**src/design/gss_pkg.sv**
```systemverilog
package gss_pkg;

  localparam int GRID_SIZE   = 5;
  localparam int SEQ_DEPTH   = GRID_SIZE - 1;
  localparam int CELLS       = GRID_SIZE * GRID_SIZE;
  localparam int GRID_AW     = $clog2(CELLS);
  localparam int SEQ_AW      = $clog2(SEQ_DEPTH);
  localparam int WORD_W      = 32;
  localparam int COORD_W     = 3;
  localparam int SEQ_IDX_W   = 2;
  localparam int LEN_W       = 3;
  localparam int MODE_W      = 2;
  localparam int SEQ_LEN_MIN = 3;
  localparam int IN_DATA_W   = 40;
  localparam int OUT_DATA_W  = 8;

  typedef enum logic [MODE_W-1:0] {
    MODE_GRID_WR = 2'd0,
    MODE_SEQ_WR  = 2'd1,
    MODE_SEARCH  = 2'd2
  } mode_t;

  typedef enum logic [1:0] {
    DIR_LR = 2'd0,
    DIR_RL = 2'd1,
    DIR_TB = 2'd2,
    DIR_BT = 2'd3
  } dir_t;

  typedef enum logic [1:0] {
    W_IDLE,
    W_SCAN,
    W_FINISH
  } walk_state_t;

  // One result handed from the walker to the output register
  typedef struct packed {
    logic               valid;
    logic               found;
    logic [COORD_W-1:0] row;
    logic [COORD_W-1:0] col;
    dir_t               dir;
    logic               last;
  } result_t;

  function automatic logic [GRID_AW-1:0] cell_addr(input logic [COORD_W-1:0] row,
                                                   input logic [COORD_W-1:0] col);
    logic [GRID_AW-1:0] base;
    base = GRID_AW'(row) * GRID_AW'(GRID_SIZE);
    return base + GRID_AW'(col);
  endfunction

endpackage

```
**src/design/gss_ram.sv**
```systemverilog
module gss_ram #(
  parameter int WIDTH = 32,
  parameter int DEPTH = 16
) (
  input  logic                     clk,
  input  logic                     wr_en,
  input  logic [$clog2(DEPTH)-1:0] wr_addr,
  input  logic [WIDTH-1:0]         wr_data,
  input  logic                     rd_en,
  input  logic [$clog2(DEPTH)-1:0] rd_addr,
  output logic [WIDTH-1:0]         rd_data
);

  logic [WIDTH-1:0] mem [DEPTH];
  logic [WIDTH-1:0] rd_data_r;

  always_ff @(posedge clk) begin
    if (wr_en) begin
      mem[wr_addr] <= wr_data;
    end
    if (rd_en) begin
      rd_data_r <= mem[rd_addr];
    end
  end

  assign rd_data = rd_data_r;

endmodule

```
**src/design/gss_walker.sv**
```systemverilog
module gss_walker
  import gss_pkg::*;
(
  input  logic                clk,
  input  logic                rst_n,
  input  logic                start,
  input  logic [LEN_W-1:0]    seq_len,
  input  logic                out_free,
  input  logic [WORD_W-1:0]   grid_rdata,
  input  logic [WORD_W-1:0]   seq_rdata,
  output logic                idle,
  output logic                grid_re,
  output logic [GRID_AW-1:0]  grid_raddr,
  output logic                seq_re,
  output logic [SEQ_AW-1:0]   seq_raddr,
  output result_t             push
);

  walk_state_t        state_r, state_nxt;
  logic               pass_r, pass_nxt;
  logic               rev_r, rev_nxt;
  logic [COORD_W-1:0] line_r, line_nxt;
  logic [COORD_W-1:0] pos_r, pos_nxt;
  logic [LEN_W-1:0]   t_r, t_nxt;
  logic               chk_r, chk_nxt;
  logic               chk_last_r, chk_last_nxt;
  logic               pend_valid_r, pend_valid_nxt;
  logic [COORD_W-1:0] pend_row_r, pend_row_nxt;
  logic [COORD_W-1:0] pend_col_r, pend_col_nxt;
  dir_t               pend_dir_r, pend_dir_nxt;

  logic               issue;
  logic               match;
  logic               res_pass;
  logic               res_fail;
  logic               stall;
  logic               advance;
  logic [COORD_W-1:0] pos_end;
  logic [COORD_W-1:0] cell_pos;
  logic [COORD_W-1:0] far_pos;
  logic [COORD_W-1:0] anchor_pos;
  logic [LEN_W-1:0]   seq_pos;

  assign pos_end    = COORD_W'(GRID_SIZE) - COORD_W'(seq_len);
  assign cell_pos   = pos_r + COORD_W'(t_r);
  assign far_pos    = pos_r + COORD_W'(seq_len) - COORD_W'(1);
  assign anchor_pos = rev_r ? far_pos : pos_r;
  assign seq_pos    = rev_r ? (seq_len - LEN_W'(1) - t_r) : t_r;

  assign match    = (grid_rdata == seq_rdata);
  assign res_pass = chk_r && match && chk_last_r;
  assign res_fail = chk_r && !match;
  // A second match cannot park while the previous one still waits
  assign stall    = res_pass && pend_valid_r && !out_free;
  assign issue    = (state_r == W_SCAN) && (t_r < seq_len) && !stall;

  assign grid_re    = issue;
  assign grid_raddr = pass_r ? cell_addr(cell_pos, line_r) : cell_addr(line_r, cell_pos);
  assign seq_re     = issue;
  assign seq_raddr  = SEQ_AW'(seq_pos);
  assign idle       = (state_r == W_IDLE);

  always_ff @(posedge clk) begin
    if (!rst_n) begin
      state_r      <= W_IDLE;
      chk_r        <= 1'b0;
      pend_valid_r <= 1'b0;
    end else begin
      state_r      <= state_nxt;
      chk_r        <= chk_nxt;
      pend_valid_r <= pend_valid_nxt;
    end
  end

  always_ff @(posedge clk) begin
    pass_r     <= pass_nxt;
    rev_r      <= rev_nxt;
    line_r     <= line_nxt;
    pos_r      <= pos_nxt;
    t_r        <= t_nxt;
    chk_last_r <= chk_last_nxt;
    pend_row_r <= pend_row_nxt;
    pend_col_r <= pend_col_nxt;
    pend_dir_r <= pend_dir_nxt;
  end

  always_comb begin
    state_nxt      = state_r;
    pass_nxt       = pass_r;
    rev_nxt        = rev_r;
    line_nxt       = line_r;
    pos_nxt        = pos_r;
    t_nxt          = t_r;
    chk_nxt        = chk_r;
    chk_last_nxt   = chk_last_r;
    pend_valid_nxt = pend_valid_r;
    pend_row_nxt   = pend_row_r;
    pend_col_nxt   = pend_col_r;
    pend_dir_nxt   = pend_dir_r;
    push           = '0;
    advance        = 1'b0;

    case (state_r)
      W_IDLE: begin
        if (start) begin
          state_nxt      = W_SCAN;
          pass_nxt       = 1'b0;
          rev_nxt        = 1'b0;
          line_nxt       = '0;
          pos_nxt        = '0;
          t_nxt          = '0;
          chk_nxt        = 1'b0;
          pend_valid_nxt = 1'b0;
        end
      end
      W_SCAN: begin
        if (!stall) begin
          if (issue) begin
            t_nxt        = t_r + LEN_W'(1);
            chk_nxt      = 1'b1;
            chk_last_nxt = (t_r == seq_len - LEN_W'(1));
          end else begin
            chk_nxt = 1'b0;
          end
          if (res_fail) begin
            // drop the read in flight and retry backward, or move on
            t_nxt   = '0;
            chk_nxt = 1'b0;
            if (!rev_r) begin
              rev_nxt = 1'b1;
            end else begin
              advance = 1'b1;
            end
          end else if (res_pass) begin
            t_nxt   = '0;
            chk_nxt = 1'b0;
            advance = 1'b1;
            if (pend_valid_r) begin
              push.valid = 1'b1;
              push.found = 1'b1;
              push.row   = pend_row_r;
              push.col   = pend_col_r;
              push.dir   = pend_dir_r;
              push.last  = 1'b0;
            end
            pend_valid_nxt = 1'b1;
            pend_row_nxt   = pass_r ? anchor_pos : line_r;
            pend_col_nxt   = pass_r ? line_r : anchor_pos;
            pend_dir_nxt   = dir_t'({pass_r, rev_r});
          end
        end
        if (advance) begin
          rev_nxt = 1'b0;
          if (pos_r == pos_end) begin
            pos_nxt = '0;
            if (line_r == COORD_W'(GRID_SIZE - 1)) begin
              line_nxt = '0;
              if (pass_r) begin
                state_nxt = W_FINISH;
              end else begin
                pass_nxt = 1'b1;
              end
            end else begin
              line_nxt = line_r + COORD_W'(1);
            end
          end else begin
            pos_nxt = pos_r + COORD_W'(1);
          end
        end
      end
      W_FINISH: begin
        if (out_free) begin
          push.valid     = 1'b1;
          push.found     = pend_valid_r;
          push.row       = pend_valid_r ? pend_row_r : '0;
          push.col       = pend_valid_r ? pend_col_r : '0;
          push.dir       = pend_valid_r ? pend_dir_r : DIR_LR;
          push.last      = 1'b1;
          pend_valid_nxt = 1'b0;
          state_nxt      = W_IDLE;
        end
      end
      default: begin
        state_nxt = W_IDLE;
      end
    endcase
  end

endmodule

```
**src/design/grid_sequence_search.sv**
```systemverilog
// Four-direction sequence search over a GRID_SIZE x GRID_SIZE grid of 32-bit words.
//
// Input channel (in_*): one transfer per item. in_tuser carries the mode: grid
// write, sequence write or search. Writes land in the grid or sequence memory
// in the cycle of the transfer; out-of-range addresses are dropped. A search
// produces one result transfer per match on the out_* channel, rows first and
// then columns, with out_tlast on the final one. With no match a single
// not-found result (out_tuser low, zero payload) is sent with out_tlast set.
// Configuration: cfg_wr_en writes seq_len, saturated into 3..GRID_SIZE-1.
//
// Writes are taken back to back while no search runs. A search visits 2*GRID_SIZE*(GRID_SIZE-
// seq_len+1) start positions, one word compare per cycle through one read port per
// memory while no stall on a second match holds the walk: a forward test and, when it
// fails, a backward test. in_tready is low while a search runs. Each match is parked
// in a pending register until the next match or the end of the walk, so it can be
// tagged with tlast.
//
// Reset clears control state and sets seq_len to 3; memory contents are
// undefined until written. When the receiver stalls, the held result stays on
// out_* and the search pauses at its next match; input waits until the walk ends.
module grid_sequence_search
  import gss_pkg::*;
(
  input  logic                  clk,
  input  logic                  rst_n,
  input  logic                  in_tvalid,
  output logic                  in_tready,
  // row[2:0], col[5:3], seq_index[7:6], value[39:8]
  input  logic [IN_DATA_W-1:0]  in_tdata,
  // mode[1:0]
  input  logic [MODE_W-1:0]     in_tuser,
  output logic                  out_tvalid,
  input  logic                  out_tready,
  // match_row[2:0], match_col[5:3], direction[7:6]
  output logic [OUT_DATA_W-1:0] out_tdata,
  // found[0]
  output logic                  out_tuser,
  output logic                  out_tlast,
  input  logic                  cfg_wr_en,
  input  logic [LEN_W-1:0]      cfg_wr_data
);

  logic [LEN_W-1:0]      seq_len_r, seq_len_nxt;
  logic                  out_valid_r, out_valid_nxt;
  logic [OUT_DATA_W-1:0] out_data_r, out_data_nxt;
  logic                  out_found_r, out_found_nxt;
  logic                  out_last_r, out_last_nxt;

  logic                  in_xfer;
  logic [COORD_W-1:0]    in_row;
  logic [COORD_W-1:0]    in_col;
  logic [SEQ_IDX_W-1:0]  in_seq_idx;
  logic [WORD_W-1:0]     in_value;
  logic                  grid_we;
  logic                  seq_we;
  logic                  start;
  logic                  walk_idle;
  logic                  out_free;
  logic                  grid_re;
  logic [GRID_AW-1:0]    grid_raddr;
  logic [WORD_W-1:0]     grid_rdata;
  logic                  seq_re;
  logic [SEQ_AW-1:0]     seq_raddr;
  logic [WORD_W-1:0]     seq_rdata;
  result_t               push;

  assign in_row     = in_tdata[2:0];
  assign in_col     = in_tdata[5:3];
  assign in_seq_idx = in_tdata[7:6];
  assign in_value   = in_tdata[39:8];

  assign in_tready = walk_idle;
  assign in_xfer   = in_tvalid && in_tready;

  // Drop writes that fall outside the stores
  assign grid_we = in_xfer && (in_tuser == MODE_GRID_WR)
                   && ({1'b0, in_row} < (COORD_W + 1)'(GRID_SIZE))
                   && ({1'b0, in_col} < (COORD_W + 1)'(GRID_SIZE));
  assign seq_we  = in_xfer && (in_tuser == MODE_SEQ_WR)
                   && ({1'b0, in_seq_idx} < (SEQ_IDX_W + 1)'(SEQ_DEPTH));
  assign start   = in_xfer && (in_tuser == MODE_SEARCH);

  assign out_free = !out_valid_r || out_tready;

  gss_ram #(.WIDTH(WORD_W), .DEPTH(CELLS)) u_grid_ram (
    .clk     (clk),
    .wr_en   (grid_we),
    .wr_addr (cell_addr(in_row, in_col)),
    .wr_data (in_value),
    .rd_en   (grid_re),
    .rd_addr (grid_raddr),
    .rd_data (grid_rdata)
  );

  gss_ram #(.WIDTH(WORD_W), .DEPTH(SEQ_DEPTH)) u_seq_ram (
    .clk     (clk),
    .wr_en   (seq_we),
    .wr_addr (SEQ_AW'(in_seq_idx)),
    .wr_data (in_value),
    .rd_en   (seq_re),
    .rd_addr (seq_raddr),
    .rd_data (seq_rdata)
  );

  gss_walker u_walker (
    .clk        (clk),
    .rst_n      (rst_n),
    .start      (start),
    .seq_len    (seq_len_r),
    .out_free   (out_free),
    .grid_rdata (grid_rdata),
    .seq_rdata  (seq_rdata),
    .idle       (walk_idle),
    .grid_re    (grid_re),
    .grid_raddr (grid_raddr),
    .seq_re     (seq_re),
    .seq_raddr  (seq_raddr),
    .push       (push)
  );

  // Saturate the written length into the legal window
  always_comb begin
    seq_len_nxt = seq_len_r;
    if (cfg_wr_en) begin
      if (cfg_wr_data < LEN_W'(SEQ_LEN_MIN)) begin
        seq_len_nxt = LEN_W'(SEQ_LEN_MIN);
      end else if (cfg_wr_data > LEN_W'(GRID_SIZE - 1)) begin
        seq_len_nxt = LEN_W'(GRID_SIZE - 1);
      end else begin
        seq_len_nxt = cfg_wr_data;
      end
    end
  end

  // Output register: load on push (only offered when free), clear on transfer
  always_comb begin
    out_valid_nxt = out_valid_r;
    out_data_nxt  = out_data_r;
    out_found_nxt = out_found_r;
    out_last_nxt  = out_last_r;
    if (push.valid) begin
      out_valid_nxt = 1'b1;
      out_data_nxt  = {push.dir, push.col, push.row};
      out_found_nxt = push.found;
      out_last_nxt  = push.last;
    end else if (out_tready) begin
      out_valid_nxt = 1'b0;
    end
  end

  always_ff @(posedge clk) begin
    if (!rst_n) begin
      seq_len_r   <= LEN_W'(SEQ_LEN_MIN);
      out_valid_r <= 1'b0;
    end else begin
      seq_len_r   <= seq_len_nxt;
      out_valid_r <= out_valid_nxt;
    end
  end

  always_ff @(posedge clk) begin
    out_data_r  <= out_data_nxt;
    out_found_r <= out_found_nxt;
    out_last_r  <= out_last_nxt;
  end

  assign out_tvalid = out_valid_r;
  assign out_tdata  = out_data_r;
  assign out_tuser  = out_found_r;
  assign out_tlast  = out_last_r;

endmodule

```
**config.mk**
```make
export PLATFORM = sky130hd
export DESIGN_NAME = grid_sequence_search
export DESIGN_NICKNAME = d
export VERILOG_FILES = /design/src/design/gss_pkg.sv /design/src/design/gss_ram.sv /design/src/design/gss_walker.sv /design/src/design/grid_sequence_search.sv
export SDC_FILE = /design/constraint.sdc
export NUM_CORES = 1
export LEC_CHECK = 0
export BUFFER_PORTS_ARGS = -buffer_cell sky130_fd_sc_hd__buf_2
export CORE_MARGIN = 4
export CORE_UTILIZATION = 60
export CTS_CLUSTER_SIZE = 14
export DETAILED_ROUTE_END_ITERATION = 8
export PLACE_DENSITY = 0.79
export REMOVE_ABC_BUFFERS = 1
export SYNTH_ARGS = -nofsm -noshare
export SYNTH_HDL_FRONTEND = slang
export SYNTH_SLANG_ARGS = --single-unit
export TNS_END_PERCENT = 20
```
**constraint.sdc**
```tcl
create_clock -name clk -period 12.3 [get_ports clk]
set_input_delay 2.46 -clock clk [delete_from_list [all_inputs] [get_ports clk]]
set_output_delay 2.46 -clock clk [all_outputs]
set_load 0.05 [all_outputs]
```
==> summary.txt <==
Vias in the first global route - 20090
Worst Skew - 0.03227 ns
Part of the Yosys area used for sequential elements - 76.32%
Final hold vios - 0
Sink Count - 1030
Clk Latency, worst-skew pair - 0.65 ns
H-Tree Level Count - 3
Filler Cell Count - 3842
Count of final setup violators - 0
Clk pin slew, worst setup/hold paths - 0.06 ns
Aggregate routed wire length - 85850 um
Largest net degree at the start of global routing - 129
Die Y - 267.6 um
Arrival @ worst endpoint - 6.07 ns
Hold Path Cell Cnt - 1
WP data required - 12.59 ns
Cell variety after synth - 52
Die X - 267.6 um
Synth area leaders - edfxtp_1 76%, mux4_2 12%, mux2i_1 3.2%, ha_1 1.2%, mux2_2 0.98%
Status - finished clean
Final cell count without fillers - 2919
RSZ-0062 raised after global routing - false
Count leader, synth - edfxtp_1
Pleak - 0.01473 uW
Mean Syn Cell Area - 21.77 um^2
WP buf/inv - 3
CP Max Fanout - 18
Area of the multi-input gates - 9313 um^2
Num rows - 94
Largest area contributor in the netlist - edfxtp_1
Worst slew pin tran - 1.103 ns
Critical path's slowest cell - nor2_4
Gpl congestion - 0.7923
I/O pins - 62
Pins Over Slew Limit - 0
Max-Cap Viols - 0
Via density - 6.556
Via count - 19140
Buffers on Ports - 59
First-pass GRT wire length - 128400 um
Initial Util - 61.04%
Post-synth design cell area - 40420 um^2
CTS Buf Count - 100
Seq cells post-synth - 1030
Pre-antenna DRT Iters - 5
HP Class - flop to flop
Reg2reg setup slack - 7.17 ns
Worst r2r src - u_walker.t_r[0]
Max Fclk - 0.1729 GHz
Synth Instances - 1857
Initial antenna violation count - 1
Worst setup path category - input pin to flop
Clock Tree Buf Depth - 3
Total track usage - 24.55%
Worst rel slew slack - 26.09%
Cell breakdown of the critical path - buf_2, ha_1, ha_1, ha_1, a21o_1, a21oi_1, xnor2_1, inv_1, or3_1, nor2_4, buf_4
Top Family by Delay on Critical Path - simple AND/OR/NAND/NOR gates
CP max stage delay - 0.73 ns
Post-synth top area share - 75.93%
Main synth FF type - edfxtp_1
Placed cell count - 2740
Post-route antenna net violation count - 0
Worst path most repeated cell - ha_1
Clock root cell - clkbuf_16
Core Area - 66220 um^2
CTS tree - built
Crit path from - in_tdata[0]
Final HPWL DP - 43290 um
GRT Residual Overflow - 0
Setup_tns - 0 ns
ANT cells - 0
Fin nets - 2070
Startpoint Class - input pin
Top cells by count, synth - 1022 x edfxtp_1, 224 x mux4_2, 131 x mux2i_1
Final min period - 5.784 ns
# Post-CTS Setup Buffers - 0
Die area - 71580 um^2
Worst R2R Path Depth - 12
Yosys warns - 0
1st-iter DRT viols - 2357
Max rail drop VDD - 0.0003605 V
Asr flop ratio synth - 0%
Hold buffer count at cts - 0
Final period util - 47.03%
WL/cell - 29.41 um
Layout cells sized above 1 - 26.42%
Number of synthesized flops with an enable pin - 1022
Post_cts resized - 0
Crit path depth - 11
Drt drc - 0
CP endpoint kind - flop
Reg area - 30850 um^2
PD cells - 235.9 nW/um^2
HP Start - u_walker.pend_row_r[1]
P&R area growth vs syn - 11.67%
==> final cells by class <==
class | instances | area share, %
repair buffers | 99 | 1.403
clock inverters | 58 | 1.164
multi-input cells | 717 | 20.63
well taps | 864 | 2.395
inverters | 30 | 0.2495
flip-flops and latches | 1030 | 68.35
clock buffers | 121 | 5.807
==> final timing paths <==
check / to
max: u_grid_ram.mem[12][19]
min: out_tdata[1]
max reg2reg: u_grid_ram.rd_data[6]
min reg2reg: out_tdata[1]
==> report_power, final <==
group | switching [uW] | internal [uW]
clock | 1260 | 1680
combinational | 1900 | 1720
sequential | 43.7 | 4040
==> cell usage in the layout, fill, tap and decap left out, types with 4 or more instances in the layout <==
| cell type | instances |
|---|---|
| nor2_1 | 45 |
| nor2_4 | 26 |
| clkinv_1 | 22 |
| clkbuf_8 | 4 |
| clkbuf_16 | 100 |
| nor4_1 | 10 |
| inv_1 | 30 |
| ha_1 | 36 |
| nand2_1 | 19 |
| xnor2_1 | 12 |
| fa_1 | 4 |
| clkbuf_1 | 17 |
| clkinv_2 | 17 |
| dfxtp_1 | 8 |
| nand3_1 | 8 |
| xor2_1 | 40 |
| a21oi_1 | 38 |
| buf_2 | 59 |
| bufinv_16 | 8 |
| buf_4 | 37 |
| and2_1 | 13 |
| and3_1 | 7 |
| mux2i_1 | 130 |
| or3_1 | 4 |
| o21ai_0 | 11 |
| mux2_2 | 35 |
| edfxtp_1 | 1022 |
| nor3_1 | 4 |
| a21oi_2 | 5 |
| mux4_2 | 224 |
==> registers in the layout, summed over array words and instances, names as in the netlist, 8 cells and up <==
register and cells:
out_tdata 8, u_grid_ram.mem 800, u_grid_ram.rd_data 32, u_seq_ram.mem 128
u_seq_ram.rd_data 32
==> cell families after synthesis <==
| logic type | after synthesis | synth area share, % |
|---|---|---|
| multiplexers | 392 | 16.81 |
| flip-flops | 1030 | 76.32 |
| AND/OR/NAND/NOR | 150 | 1.755 |
| buffers and inverters | 110 | 1.325 |
| XOR/XNOR | 55 | 1.248 |
| adder cells (fa/ha/maj) | 42 | 1.374 |
| AO/OA/AOI/OAI | 78 | 1.164 |
==> per-stage QoR <==
step	hold slack [ns]	setup WS, ns	cell area (um^2)	util [%]	power (uW)
floorplan	0.4726	1.814	40000	-	7376
global placement	0.4985	6.009	41990	63.41	7657
detailed placement	0.5057	5.960	41990	63.41	7739
CTS	0.5210	6.550	45140	68.16	10720
global route	0.5275	6.401	45140	68.16	11120
finish	0.5049	6.516	45140	68.16	10650
==> metal layers <==
metal,track usage [%],up-vias,part of all wire (%)
li1,-,7890,-
met1,32.94,10130,38
met2,41.43,959,51
met3,5.145,155,8.4
met4,7.542,2,2.6
met5,0,-,0.0058
Note: power is estimated with default switching activity, not from simulation.
